`src/design/cotc_pkg.sv`:
```
package cotc_pkg;

  // Field widths of the circle words.
  localparam int COORD_BITS  = 10;
  localparam int RADIUS_BITS = 8;
  localparam int MODE_BITS   = 2;
  localparam int HIT_BITS    = 4;
  localparam int COUNT_BITS  = 5;

  // Default number of table entries.
  localparam int TABLE_DEPTH = 16;

  // Squared terms: dx*dx + dy*dy needs one bit over a square, (r0 + r1)^2 two radius bits more.
  localparam int DIST_SQ_BITS = 2 * COORD_BITS + 1;
  localparam int RAD_SQ_BITS  = 2 * (RADIUS_BITS + 1);
  localparam int SQ_BITS      = (DIST_SQ_BITS > RAD_SQ_BITS) ? DIST_SQ_BITS : RAD_SQ_BITS;

  // Operation codes carried in the mode field. The unused code acts as a query.
  localparam logic [MODE_BITS-1:0] MODE_QUERY  = 2'd0;
  localparam logic [MODE_BITS-1:0] MODE_APPEND = 2'd1;
  localparam logic [MODE_BITS-1:0] MODE_CLEAR  = 2'd2;

  // Input word.
  typedef struct packed {
    logic [MODE_BITS-1:0]   mode;
    logic [COORD_BITS-1:0]  center_x;
    logic [COORD_BITS-1:0]  center_y;
    logic [RADIUS_BITS-1:0] radius;
  } in_word_t;

  // Result word.
  typedef struct packed {
    logic                  collided;
    logic [HIT_BITS-1:0]   hit_index;
    logic                  appended;
    logic                  table_full;
    logic [COUNT_BITS-1:0] entry_count;
  } out_word_t;

  // One stored table entry.
  typedef struct packed {
    logic [COORD_BITS-1:0]  x;
    logic [COORD_BITS-1:0]  y;
    logic [RADIUS_BITS-1:0] r;
  } circle_t;

  // Commands from the controller to the datapath.
  typedef struct packed {
    logic load_probe;
    logic issue;
    logic finish;
  } dp_cmd_t;

  // Status from the datapath to the controller.
  typedef struct packed {
    logic scan_done;
    logic pipe_idle;
  } dp_status_t;

endpackage

```
`src/design/cotc_ctrl.sv`:
```
module cotc_ctrl (
  input  logic                clk_i,
  input  logic                rst_ni,
  input  logic                in_valid_i,
  output logic                in_stall_o,
  output logic                out_valid_o,
  input  logic                out_stall_i,
  output cotc_pkg::dp_cmd_t   cmd_o,
  input  cotc_pkg::dp_status_t status_i
);

  typedef enum logic [1:0] {
    ST_IDLE,
    ST_SCAN,
    ST_DRAIN,
    ST_FINISH
  } state_e;

  state_e state_q;
  logic   out_valid_q;

  // Commands decoded from the current state.
  always_comb begin
    cmd_o.load_probe = (state_q == ST_IDLE) && in_valid_i;
    cmd_o.issue      = (state_q == ST_SCAN) && !status_i.scan_done;
    cmd_o.finish     = (state_q == ST_FINISH) && (!out_valid_q || !out_stall_i);
  end

  assign in_stall_o  = (state_q != ST_IDLE);
  assign out_valid_o = out_valid_q;

  // Sequencer and output valid flag.
  always_ff @(posedge clk_i or negedge rst_ni) begin
    if (!rst_ni) begin
      state_q     <= ST_IDLE;
      out_valid_q <= 1'b0;
    end else begin
      unique case (state_q)
        ST_IDLE: begin
          if (in_valid_i) begin
            state_q <= ST_SCAN;
          end
        end
        ST_SCAN: begin
          if (status_i.scan_done) begin
            state_q <= ST_DRAIN;
          end
        end
        ST_DRAIN: begin
          if (status_i.pipe_idle) begin
            state_q <= ST_FINISH;
          end
        end
        ST_FINISH: begin
          if (cmd_o.finish) begin
            state_q <= ST_IDLE;
          end
        end
        default: begin
          state_q <= ST_IDLE;
        end
      endcase

      // A new result replaces the old one only once that one is gone.
      if (cmd_o.finish) begin
        out_valid_q <= 1'b1;
      end else if (!out_stall_i) begin
        out_valid_q <= 1'b0;
      end
    end
  end

  // The compare pipeline is empty whenever a new word can enter.
  assert property (@(posedge clk_i) disable iff (!rst_ni)
    (state_q == ST_IDLE) |-> status_i.pipe_idle)
    else $error("compare pipeline busy while idle");

  // Accepting a word always starts a scan.
  assert property (@(posedge clk_i) disable iff (!rst_ni)
    (in_valid_i && !in_stall_o) |=> (state_q == ST_SCAN))
    else $error("accepted word did not start a scan");

  // Once the scan has finished issuing, it stays finished while draining.
  assert property (@(posedge clk_i) disable iff (!rst_ni)
    (state_q == ST_DRAIN) |-> status_i.scan_done)
    else $error("scan restarted during drain");

endmodule

```
`src/design/cotc_dp.sv`:
```
module cotc_dp #(
  parameter int TABLE_DEPTH = cotc_pkg::TABLE_DEPTH
) (
  input  logic                 clk_i,
  input  logic                 rst_ni,
  input  cotc_pkg::in_word_t   in_data_i,
  input  cotc_pkg::dp_cmd_t    cmd_i,
  output cotc_pkg::dp_status_t status_o,
  output cotc_pkg::out_word_t  out_data_o
);

  localparam int IdxW = (TABLE_DEPTH > 1) ? $clog2(TABLE_DEPTH) : 1;
  localparam int CntW = $clog2(TABLE_DEPTH + 1);
  localparam int CW   = cotc_pkg::COORD_BITS;
  localparam int RW   = cotc_pkg::RADIUS_BITS;
  localparam int SQW  = cotc_pkg::SQ_BITS;

  // Circle table, read one entry a cycle during the scan.
  cotc_pkg::circle_t mem_q [TABLE_DEPTH];

  cotc_pkg::in_word_t  probe_q;
  cotc_pkg::out_word_t res_q;

  logic [CntW-1:0] count_q;
  logic [CntW-1:0] count_d;
  logic [CntW-1:0] rd_addr_q;

  // Pipeline: stage 1 table read, stage 2 differences, stage 3 squares.
  logic              v1_q, v2_q, v3_q;
  logic [IdxW-1:0]   idx1_q, idx2_q, idx3_q;
  cotc_pkg::circle_t ent_q;
  logic [CW-1:0]     dx_q, dy_q;
  logic [RW:0]       rs_q;
  logic [2*CW-1:0]   dx2_q, dy2_q;
  logic [2*RW+1:0]   rs2_q;

  logic            hit_q;
  logic [IdxW-1:0] hit_idx_q;

  logic [CW-1:0]   dx_d, dy_d;
  logic [RW:0]     rs_d;
  logic [SQW-1:0]  dist_sq;
  logic [SQW-1:0]  rad_sq;
  logic            overlap;

  logic            is_clear;
  logic            want_app;
  logic            room;
  logic            appended_w;
  logic            full_w;
  logic [31:0]     hit_wide;
  logic [31:0]     count_wide;

  // Absolute center differences and radius sum.
  always_comb begin
    dx_d = (probe_q.center_x >= ent_q.x) ? (probe_q.center_x - ent_q.x)
                                         : (ent_q.x - probe_q.center_x);
    dy_d = (probe_q.center_y >= ent_q.y) ? (probe_q.center_y - ent_q.y)
                                         : (ent_q.y - probe_q.center_y);
    rs_d = {1'b0, probe_q.radius} + {1'b0, ent_q.r};
  end

  // Strict overlap test on the squared values.
  always_comb begin
    dist_sq = SQW'({1'b0, dx2_q} + {1'b0, dy2_q});
    rad_sq  = SQW'(rs2_q);
    overlap = dist_sq < rad_sq;
  end

  // Append and result decisions for the finishing word.
  always_comb begin
    is_clear   = (probe_q.mode == cotc_pkg::MODE_CLEAR);
    want_app   = (probe_q.mode == cotc_pkg::MODE_APPEND) && !hit_q;
    room       = count_q < CntW'(TABLE_DEPTH);
    appended_w = want_app && room;
    full_w     = want_app && !room;
    if (is_clear) begin
      count_d = '0;
    end else if (appended_w) begin
      count_d = count_q + 1'b1;
    end else begin
      count_d = count_q;
    end
    hit_wide   = 32'(hit_idx_q);
    count_wide = 32'(count_d);
  end

  assign status_o.scan_done = is_clear || (rd_addr_q == count_q);
  assign status_o.pipe_idle = !(v1_q || v2_q || v3_q);
  assign out_data_o         = res_q;

  // Control registers: fill count, scan address, stage valids, first hit.
  always_ff @(posedge clk_i or negedge rst_ni) begin
    if (!rst_ni) begin
      count_q   <= '0;
      rd_addr_q <= '0;
      v1_q      <= 1'b0;
      v2_q      <= 1'b0;
      v3_q      <= 1'b0;
      hit_q     <= 1'b0;
      hit_idx_q <= '0;
    end else begin
      v1_q <= cmd_i.issue;
      v2_q <= v1_q;
      v3_q <= v2_q;
      if (cmd_i.load_probe) begin
        rd_addr_q <= '0;
        hit_q     <= 1'b0;
        hit_idx_q <= '0;
      end else begin
        if (cmd_i.issue) begin
          rd_addr_q <= rd_addr_q + 1'b1;
        end
        // Only the first overlapping entry is kept.
        if (v3_q && !hit_q && overlap) begin
          hit_q     <= 1'b1;
          hit_idx_q <= idx3_q;
        end
      end
      if (cmd_i.finish) begin
        count_q <= count_d;
      end
    end
  end

  // Payload registers and the table itself.
  always_ff @(posedge clk_i) begin
    if (cmd_i.load_probe) begin
      probe_q <= in_data_i;
    end
    ent_q  <= mem_q[rd_addr_q[IdxW-1:0]];
    idx1_q <= rd_addr_q[IdxW-1:0];
    idx2_q <= idx1_q;
    idx3_q <= idx2_q;
    dx_q   <= dx_d;
    dy_q   <= dy_d;
    rs_q   <= rs_d;
    dx2_q  <= dx_q * dx_q;
    dy2_q  <= dy_q * dy_q;
    rs2_q  <= rs_q * rs_q;
    if (cmd_i.finish) begin
      if (appended_w) begin
        mem_q[count_q[IdxW-1:0]] <= '{x: probe_q.center_x,
                                      y: probe_q.center_y,
                                      r: probe_q.radius};
      end
      res_q.collided    <= hit_q;
      res_q.hit_index   <= hit_wide[cotc_pkg::HIT_BITS-1:0];
      res_q.appended    <= appended_w;
      res_q.table_full  <= full_w;
      res_q.entry_count <= count_wide[cotc_pkg::COUNT_BITS-1:0];
    end
  end

  // The fill count never passes the table size.
  assert property (@(posedge clk_i) disable iff (!rst_ni)
    count_q <= CntW'(TABLE_DEPTH))
    else $error("fill count beyond table size");

  // An append grows the table by exactly one entry.
  assert property (@(posedge clk_i) disable iff (!rst_ni)
    (cmd_i.finish && appended_w) |=> (count_q == $past(count_q) + 1'b1))
    else $error("append did not advance the fill count");

  // A word that collided is neither stored nor refused as full.
  assert property (@(posedge clk_i) disable iff (!rst_ni)
    (cmd_i.finish && hit_q) |-> (!appended_w && !full_w))
    else $error("colliding word treated as free");

endmodule

```
`src/design/circle_overlap_table_check.sv`:
```
// Circle overlap table check.
// The block keeps a table of placed circles and tests each input word (a circle
// with a mode) against the stored entries in index order, reporting the first
// entry whose squared center distance is strictly below the squared radius sum.
// Mode query only reports; mode append also stores a free circle, or flags
// table_full when no entry is left; mode clear empties the table.
// Input channel: in_valid_i, in_stall_o, in_data_i. A word is taken when valid
// is high and stall is low. Output channel: out_valid_o, out_stall_i, out_data_o,
// with one result word per input word.
// Sequence: after acceptance the block scans the stored entries, drains the
// compare pipeline and then loads the result; with an empty table or a clear
// no entry is read. One word is worked on at a time; the next is taken in
// the cycle after the result is loaded. The scan
// reads one table entry a cycle through a three stage compare pipeline.
// Reset empties the table; entry contents are not cleared.
// A stalled result is held in the output register; a finished word waits in
// the block until that register frees, and no new word is taken meanwhile.
module circle_overlap_table_check #(
  parameter int TABLE_DEPTH = cotc_pkg::TABLE_DEPTH
) (
  input  logic                clk_i,
  input  logic                rst_ni,
  input  logic                in_valid_i,
  output logic                in_stall_o,
  input  cotc_pkg::in_word_t  in_data_i,
  output logic                out_valid_o,
  input  logic                out_stall_i,
  output cotc_pkg::out_word_t out_data_o
);

  cotc_pkg::dp_cmd_t    cmd;
  cotc_pkg::dp_status_t status;

  // Sequencer.
  cotc_ctrl u_ctrl (
    .clk_i       (clk_i),
    .rst_ni      (rst_ni),
    .in_valid_i  (in_valid_i),
    .in_stall_o  (in_stall_o),
    .out_valid_o (out_valid_o),
    .out_stall_i (out_stall_i),
    .cmd_o       (cmd),
    .status_i    (status)
  );

  // Table, compare pipeline and result register.
  cotc_dp #(
    .TABLE_DEPTH (TABLE_DEPTH)
  ) u_dp (
    .clk_i      (clk_i),
    .rst_ni     (rst_ni),
    .in_data_i  (in_data_i),
    .cmd_i      (cmd),
    .status_o   (status),
    .out_data_o (out_data_o)
  );

endmodule

```
`config.mk`:
```
export PLATFORM = sky130hd
export DESIGN_NAME = circle_overlap_table_check
export DESIGN_NICKNAME = d
export VERILOG_FILES = /design/src/design/cotc_pkg.sv /design/src/design/cotc_ctrl.sv /design/src/design/cotc_dp.sv /design/src/design/circle_overlap_table_check.sv
export SDC_FILE = /design/constraint.sdc
export NUM_CORES = 1
export LEC_CHECK = 0
export BUFFER_PORTS_ARGS = -buffer_cell sky130_fd_sc_hd__clkbuf_2
export CAP_MARGIN = 10
export CORE_ASPECT_RATIO = 0.5
export CORE_UTILIZATION = 38
export DETAILED_ROUTE_END_ITERATION = 12
export GPL_TIMING_DRIVEN = 0
export PLACE_DENSITY = 0.62
export SYNTH_ARGS = -nofsm -noshare
export SYNTH_HDL_FRONTEND = slang
export SYNTH_SLANG_ARGS = --single-unit
```
`constraint.sdc`:
```
create_clock -name clk_i -period 5.95 [get_ports clk_i]
set_input_delay 1.19 -clock clk_i [delete_from_list [all_inputs] [get_ports clk_i]]
set_output_delay 1.19 -clock clk_i [all_outputs]
set_load 0.005 [all_outputs]
```
**Word level (Yosys, flattened, before mapping)**

Memory sizes are Yosys's and may differ from the RTL's. A register that Yosys moved wholly into a read port is not among the register bits.
Cells that the tools add are included.

- Add/subtract/negate cells: 8
- $mul: 3
- Magnitude comparators: 4
- Eq/ne operators: 11
- Multiplexer cells: 20
- Reductions and logical operators: 22

Operator list:

| operator | number |
|---|---|
| multiplier 10 x 10 -> 20 bit | 2 |
| subtractor 10 bit | 4 |
| adder 20 x 20 -> 21 bit | 1 |
| less-than comparator 21 x 18 -> 1 bit | 1 |
| greater-or-equal comparator 10 bit | 2 |
| two-way mux 10 bit | 2 |
| two-way mux 5 bit | 4 |
| multiplier 9 x 9 -> 18 bit | 1 |
| adder 5 x 1 -> 5 bit, second input constant | 2 |
| adder 8 x 8 -> 9 bit | 1 |
| logical AND 1 bit | 8 |
| two-way mux 2 bit | 4 |
| two-way mux 4 bit | 2 |
| one-hot mux 2 bit (4 select lines) | 1 |
| two-way mux 1 bit | 7 |
| == test 2 bit, second input constant | 3 |
| inequality test 2 bit, second input constant | 3 |
| nonzero test 2 bit | 3 |
| == test 5 bit | 1 |
| zero test 1 bit | 5 |
| less-than comparator 5 bit, second input constant | 1 |
| == test 2 x 1 -> 1 bit, second input constant | 2 |
| logical OR 1 bit | 4 |
| inequality test 2 x 1 -> 1 bit, second input constant | 2 |
| other kinds (2) | 2 |

- Flip-flop bits (word level): 162
- Bits in writable memories: 448
- Input bits: 34
- Output and inout bits: 14
- Memories: 1

Memory list:

| name | words | width | read ports | clocked after Yosys merged registers in | wr ports | line | text |
|---|---|---|---|---|---|---|---|
| u_dp.mem_q | 16 | 28 | 1 | 1 | 1 | cotc_dp.sv:19 | `cotc_pkg::circle_t mem_q [TABLE_DEPTH];` |

**Logic depth before layout (Yosys ltp)**

- Word-level depth: 6
- Mapped depth: 20
- Depth with buffers taken out: 19

**Hierarchy**

A second synthesis with hierarchy kept.

- Cell total of the unflattened synthesis: 2,128
- Area total of the unflattened synthesis: 31,884.3 um2

Modules (own cells, without submodules):

| module | times used | cells each | area an instance (um2) | seq. area each (um2) |
|---|---|---|---|---|
| cotc_dp | 1 | 2,107 | 31,635.3 | 17,646.9 |
| cotc_ctrl | 1 | 21 | 249.0 | 75.1 |

**Least setup slack after synthesis**

No wires, ideal clock.

- Kind: register to register
- From: register u_dp.dy_q[7]
- To: register u_dp.dy2_q[19]
- Setup time: 121 ps
- Data arrival time: 4,726 ps
- Required time: 5,829 ps
- Setup slack: 1,103 ps
- Cell stages (with the launch flop): 20
- Clock period less this slack: 4,847 ps
- Cell sequence: dfxtp_1 clkbuf_1 inv_1 nor2_1 fa_1 fa_1 inv_1 fa_1 inv_1 fa_1 ha_1 ha_1 o21a_1 o21a_1 o21a_1 nor2_1 o41ai_1 a21oi_1 o21ba_1 xnor2_1

- Word-level cells in the longest chain between the ends: 1

RTL lines:

| what | line | text |
|---|---|---|
| start, declared | cotc_dp.sv:32 | `logic [CW-1:0] dx_q, dy_q;` |
| start signal, assigned | cotc_dp.sv:136 | `dy_q <= dy_d;` |
| multiplier 10 x 10 -> 20 bit | cotc_dp.sv:139 | `dy2_q <= dy_q * dy_q;` |
| end signal, assigned | cotc_dp.sv:139 |  |
| end, declared | cotc_dp.sv:34 | `logic [2*CW-1:0] dx2_q, dy2_q;` |

Every way passes these cells.
A chain may end at the register's enable or synchronous reset.

**Final worst setup path**

Same ends and word-level chain as after synthesis.

==> reports/metrics.yaml <==
layout-drive-gt1-share: 0.152
ys_seq_area_frac: 0.555
slew_violations: 0
area_growth_pct: 12.6
num_antenna_cells: 0
synthCells: 2150
port_buffers: 47
viasPerCell: 4.99
max_cap_violations: 0
status: "complete, no violations"
clk_pin_slew_ps: 70
antenna_found_initial: 4
synth_seq_cells: 635
drc: 0
dp_hpwl_um: 46100
dieWidth_um: 412
yosysMostFrequentCell: "edfxtp_1"
avgSynthCellArea_um2: 14.9
crit_arrival_ps: 6010
synth_commonest_cells: "edfxtp_1, inv_1, ha_1"
tightest_slew_ps: 1130
gr-total-overflow: 0
insertion_delay_ps: 630
cp-end-kind: "register"
core-area_mm2: 0.0824
rsz0062_at_grt: "false"
grt_pass1_wl_um: 103000
synth_area_mm2: 0.0319
setup-tns-final_ps: 0
wl_per_cell_um: 19.1
setup_viol: 0
routed_wl_um: 65300
place_congestion: 0.770
path_class: "register to register"
yosys-top-cells-area: "edfxtp_1, mux4_2, ha_1, fa_1, dfxtp_1"
cts_sinks: 635
synth_top_area_cell: "edfxtp_1"
critPathLaunchType: "register"
htree_levels: 2
grt_max_degree: 25
timing.fmax_mhz: 182
vias: 17100
initial_utilization: 0.388
fin_skew_ps: 26.1
synthesis.nets: 2537
worstPathRequired_ps: 6470
drtAntennaViolNets: 0
relSlewSlack: 0.248
synthFlopType: "edfxtp_1"
cts_made_buffers: 58
dr.pass1.iters: 7
finalCritPeriodShare: 0.923
yosysTopAreaCellShare: 0.461
grt_pass1_vias: 17800
cp_max_fo: 10
io_pins: 48
cts_buffer_depth: 3
fp.dieH_um: 207
hold_buffers: 0
row_count: 74
cts_tree: "yes"
synth_edf_count: 490
drtIter0Drc: 1399
grt_use_total: 0.157
ys.warnings.count: 0
root_buffer: "clkbuf_16"
finalHoldViolations: 0
design.die.area_mm2: 0.0853
async_reset_ff_frac: 0.0331
holdCritPathClass: "register to register"
final_net_count: 2661
synth.distinct_cells: 66
fin_crit_ps: 5490
## repair_timing
| item | 4_1_cts | 5_1_grt |
|---|---|---|
| buffers inserted | 0 | 0 |
| setup endpoints to repair | 0 | 2 |
| gates resized for setup | 0 | 2 |
## cell usage in the layout (no fill, tap or decap), types with 6 or more instances in the layout
master,synthesis,final
a211o_1,6,6
a21o_1,31,31
a21oi_1,59,59
and2_1,103,87
and2_2,0,16
buf_1,9,9
buf_12,0,7
buf_16,0,10
buf_2,6,6
clkbuf_1,43,47
clkbuf_16,0,59
clkbuf_2,0,48
clkinv_2,0,17
clkinvlp_4,0,7
dfrtp_1,21,21
dfxtp_1,124,124
edfxtp_1,490,490
fa_1,133,133
ha_1,220,220
inv_1,265,264
mux2_2,7,7
mux2i_1,22,22
mux4_2,140,140
nand2_1,99,99
nand2b_1,13,13
nand3_1,11,11
nand4_1,7,7
nor2_1,56,56
nor2b_1,31,31
nor3_1,15,15
o21a_1,11,11
o21ai_0,23,23
o21ai_1,17,17
o21bai_1,7,7
xnor2_1,70,70
xor2_1,37,37
## sequential cells by signal, summed over array words and instances (netlist names), 2 cells and up
signal	count
u_dp.rd_addr_q	5
u_dp.idx2_q	4
u_dp.out_data_o	12
u_dp.ent_q	28
u_dp.count_q	5
u_dp.dy_q	10
u_dp.dx_q	10
u_dp.dy2_q	19
u_dp.idx1_q	4
u_dp.probe_q	30
u_dp.rs2_q	17
u_dp.rs_q	9
u_ctrl.state_q	2
u_dp.dx2_q	19
u_dp.hit_idx_q	4
u_dp.idx3_q	4
u_dp.mem_q	448
## metal layers
| layer | routed length (um) | global-route usage |
|---|---|---|
| met5 | 13 | 0 |
| met4 | 981 | 0.0332 |
| met3 | 3870 | 0.0264 |
| met2 | 30300 | 0.250 |
| met1 | 30100 | 0.226 |
## cell families (layout without fill, tap and decap cells)
family | count (synthesis) | count (layout) | share of synthesized area
flops | 635 | 635 | 0.555
simple gates | 362 | 362 | 0.0582
fa+ha+maj | 353 | 353 | 0.169
buf+inv | 326 | 498 | 0.0391
compound gates | 197 | 197 | 0.0408
mux | 170 | 170 | 0.108
xor+xnor | 107 | 107 | 0.0293
## critical path, cell delays in order (launching register included)
cell and delay [ps]:
dfxtp_1 340, clkbuf_1 390, inv_1 170, nor2_1 250, fa_1 490, fa_1 560, inv_1 50, fa_1 470
inv_1 50, fa_1 430, ha_1 290, ha_1 350, o21a_1 140, o21a_1 180, o21a_1 130, nor2_1 50
o41ai_1 510, a21oi_1 140, o21ba_1 190, xnor2_1 210
## worst paths after layout
check,startpoint,end,slack (ps),cells after the start
max,u_dp.dy_q[7],u_dp.dy2_q[19],460,19
max in group asynchronous,rst_ni,u_dp.hit_q,5010,1
min reg2reg,u_dp.idx1_q[0],u_dp.idx2_q[0],320,0
min in group asynchronous,rst_ni,u_ctrl.state_q[1],560,1
max reg2reg,u_dp.dy_q[7],u_dp.dy2_q[19],460,19
min,u_dp.idx1_q[0],u_dp.idx2_q[0],320,0
## per-stage QoR
step                      hold slack (ps)  worst slack, ps  utilization  instances  area, um2
final                                 324              459        0.436       3424      36000
after global routing                  331             50.6        0.436       3424      36000
after CTS                             327              229        0.436       3424      36000
after detailed placement              312              244        0.413       3316      34000
after global placement                311              250        0.407       3299      33600
after floorplan                       310             1100            -       2150      31900
## cell type report
| type | count | area, um2 |
|---|---|---|
| clock buffers | 68 | 1550 |
| plain buffers | 61 | 256 |
| repair buffers | 64 | 651 |
| inverters | 265 | 995 |
| well taps | 1102 | 1380 |
| flip-flops and latches | 635 | 17700 |
| clock inverters | 40 | 412 |
| multi-input cells | 1189 | 13000 |
| fillers | 7332 | 46400 |
Power is not shown: default switching activity piles up to over one toggle a cycle in this logic, so the estimate is an artifact.
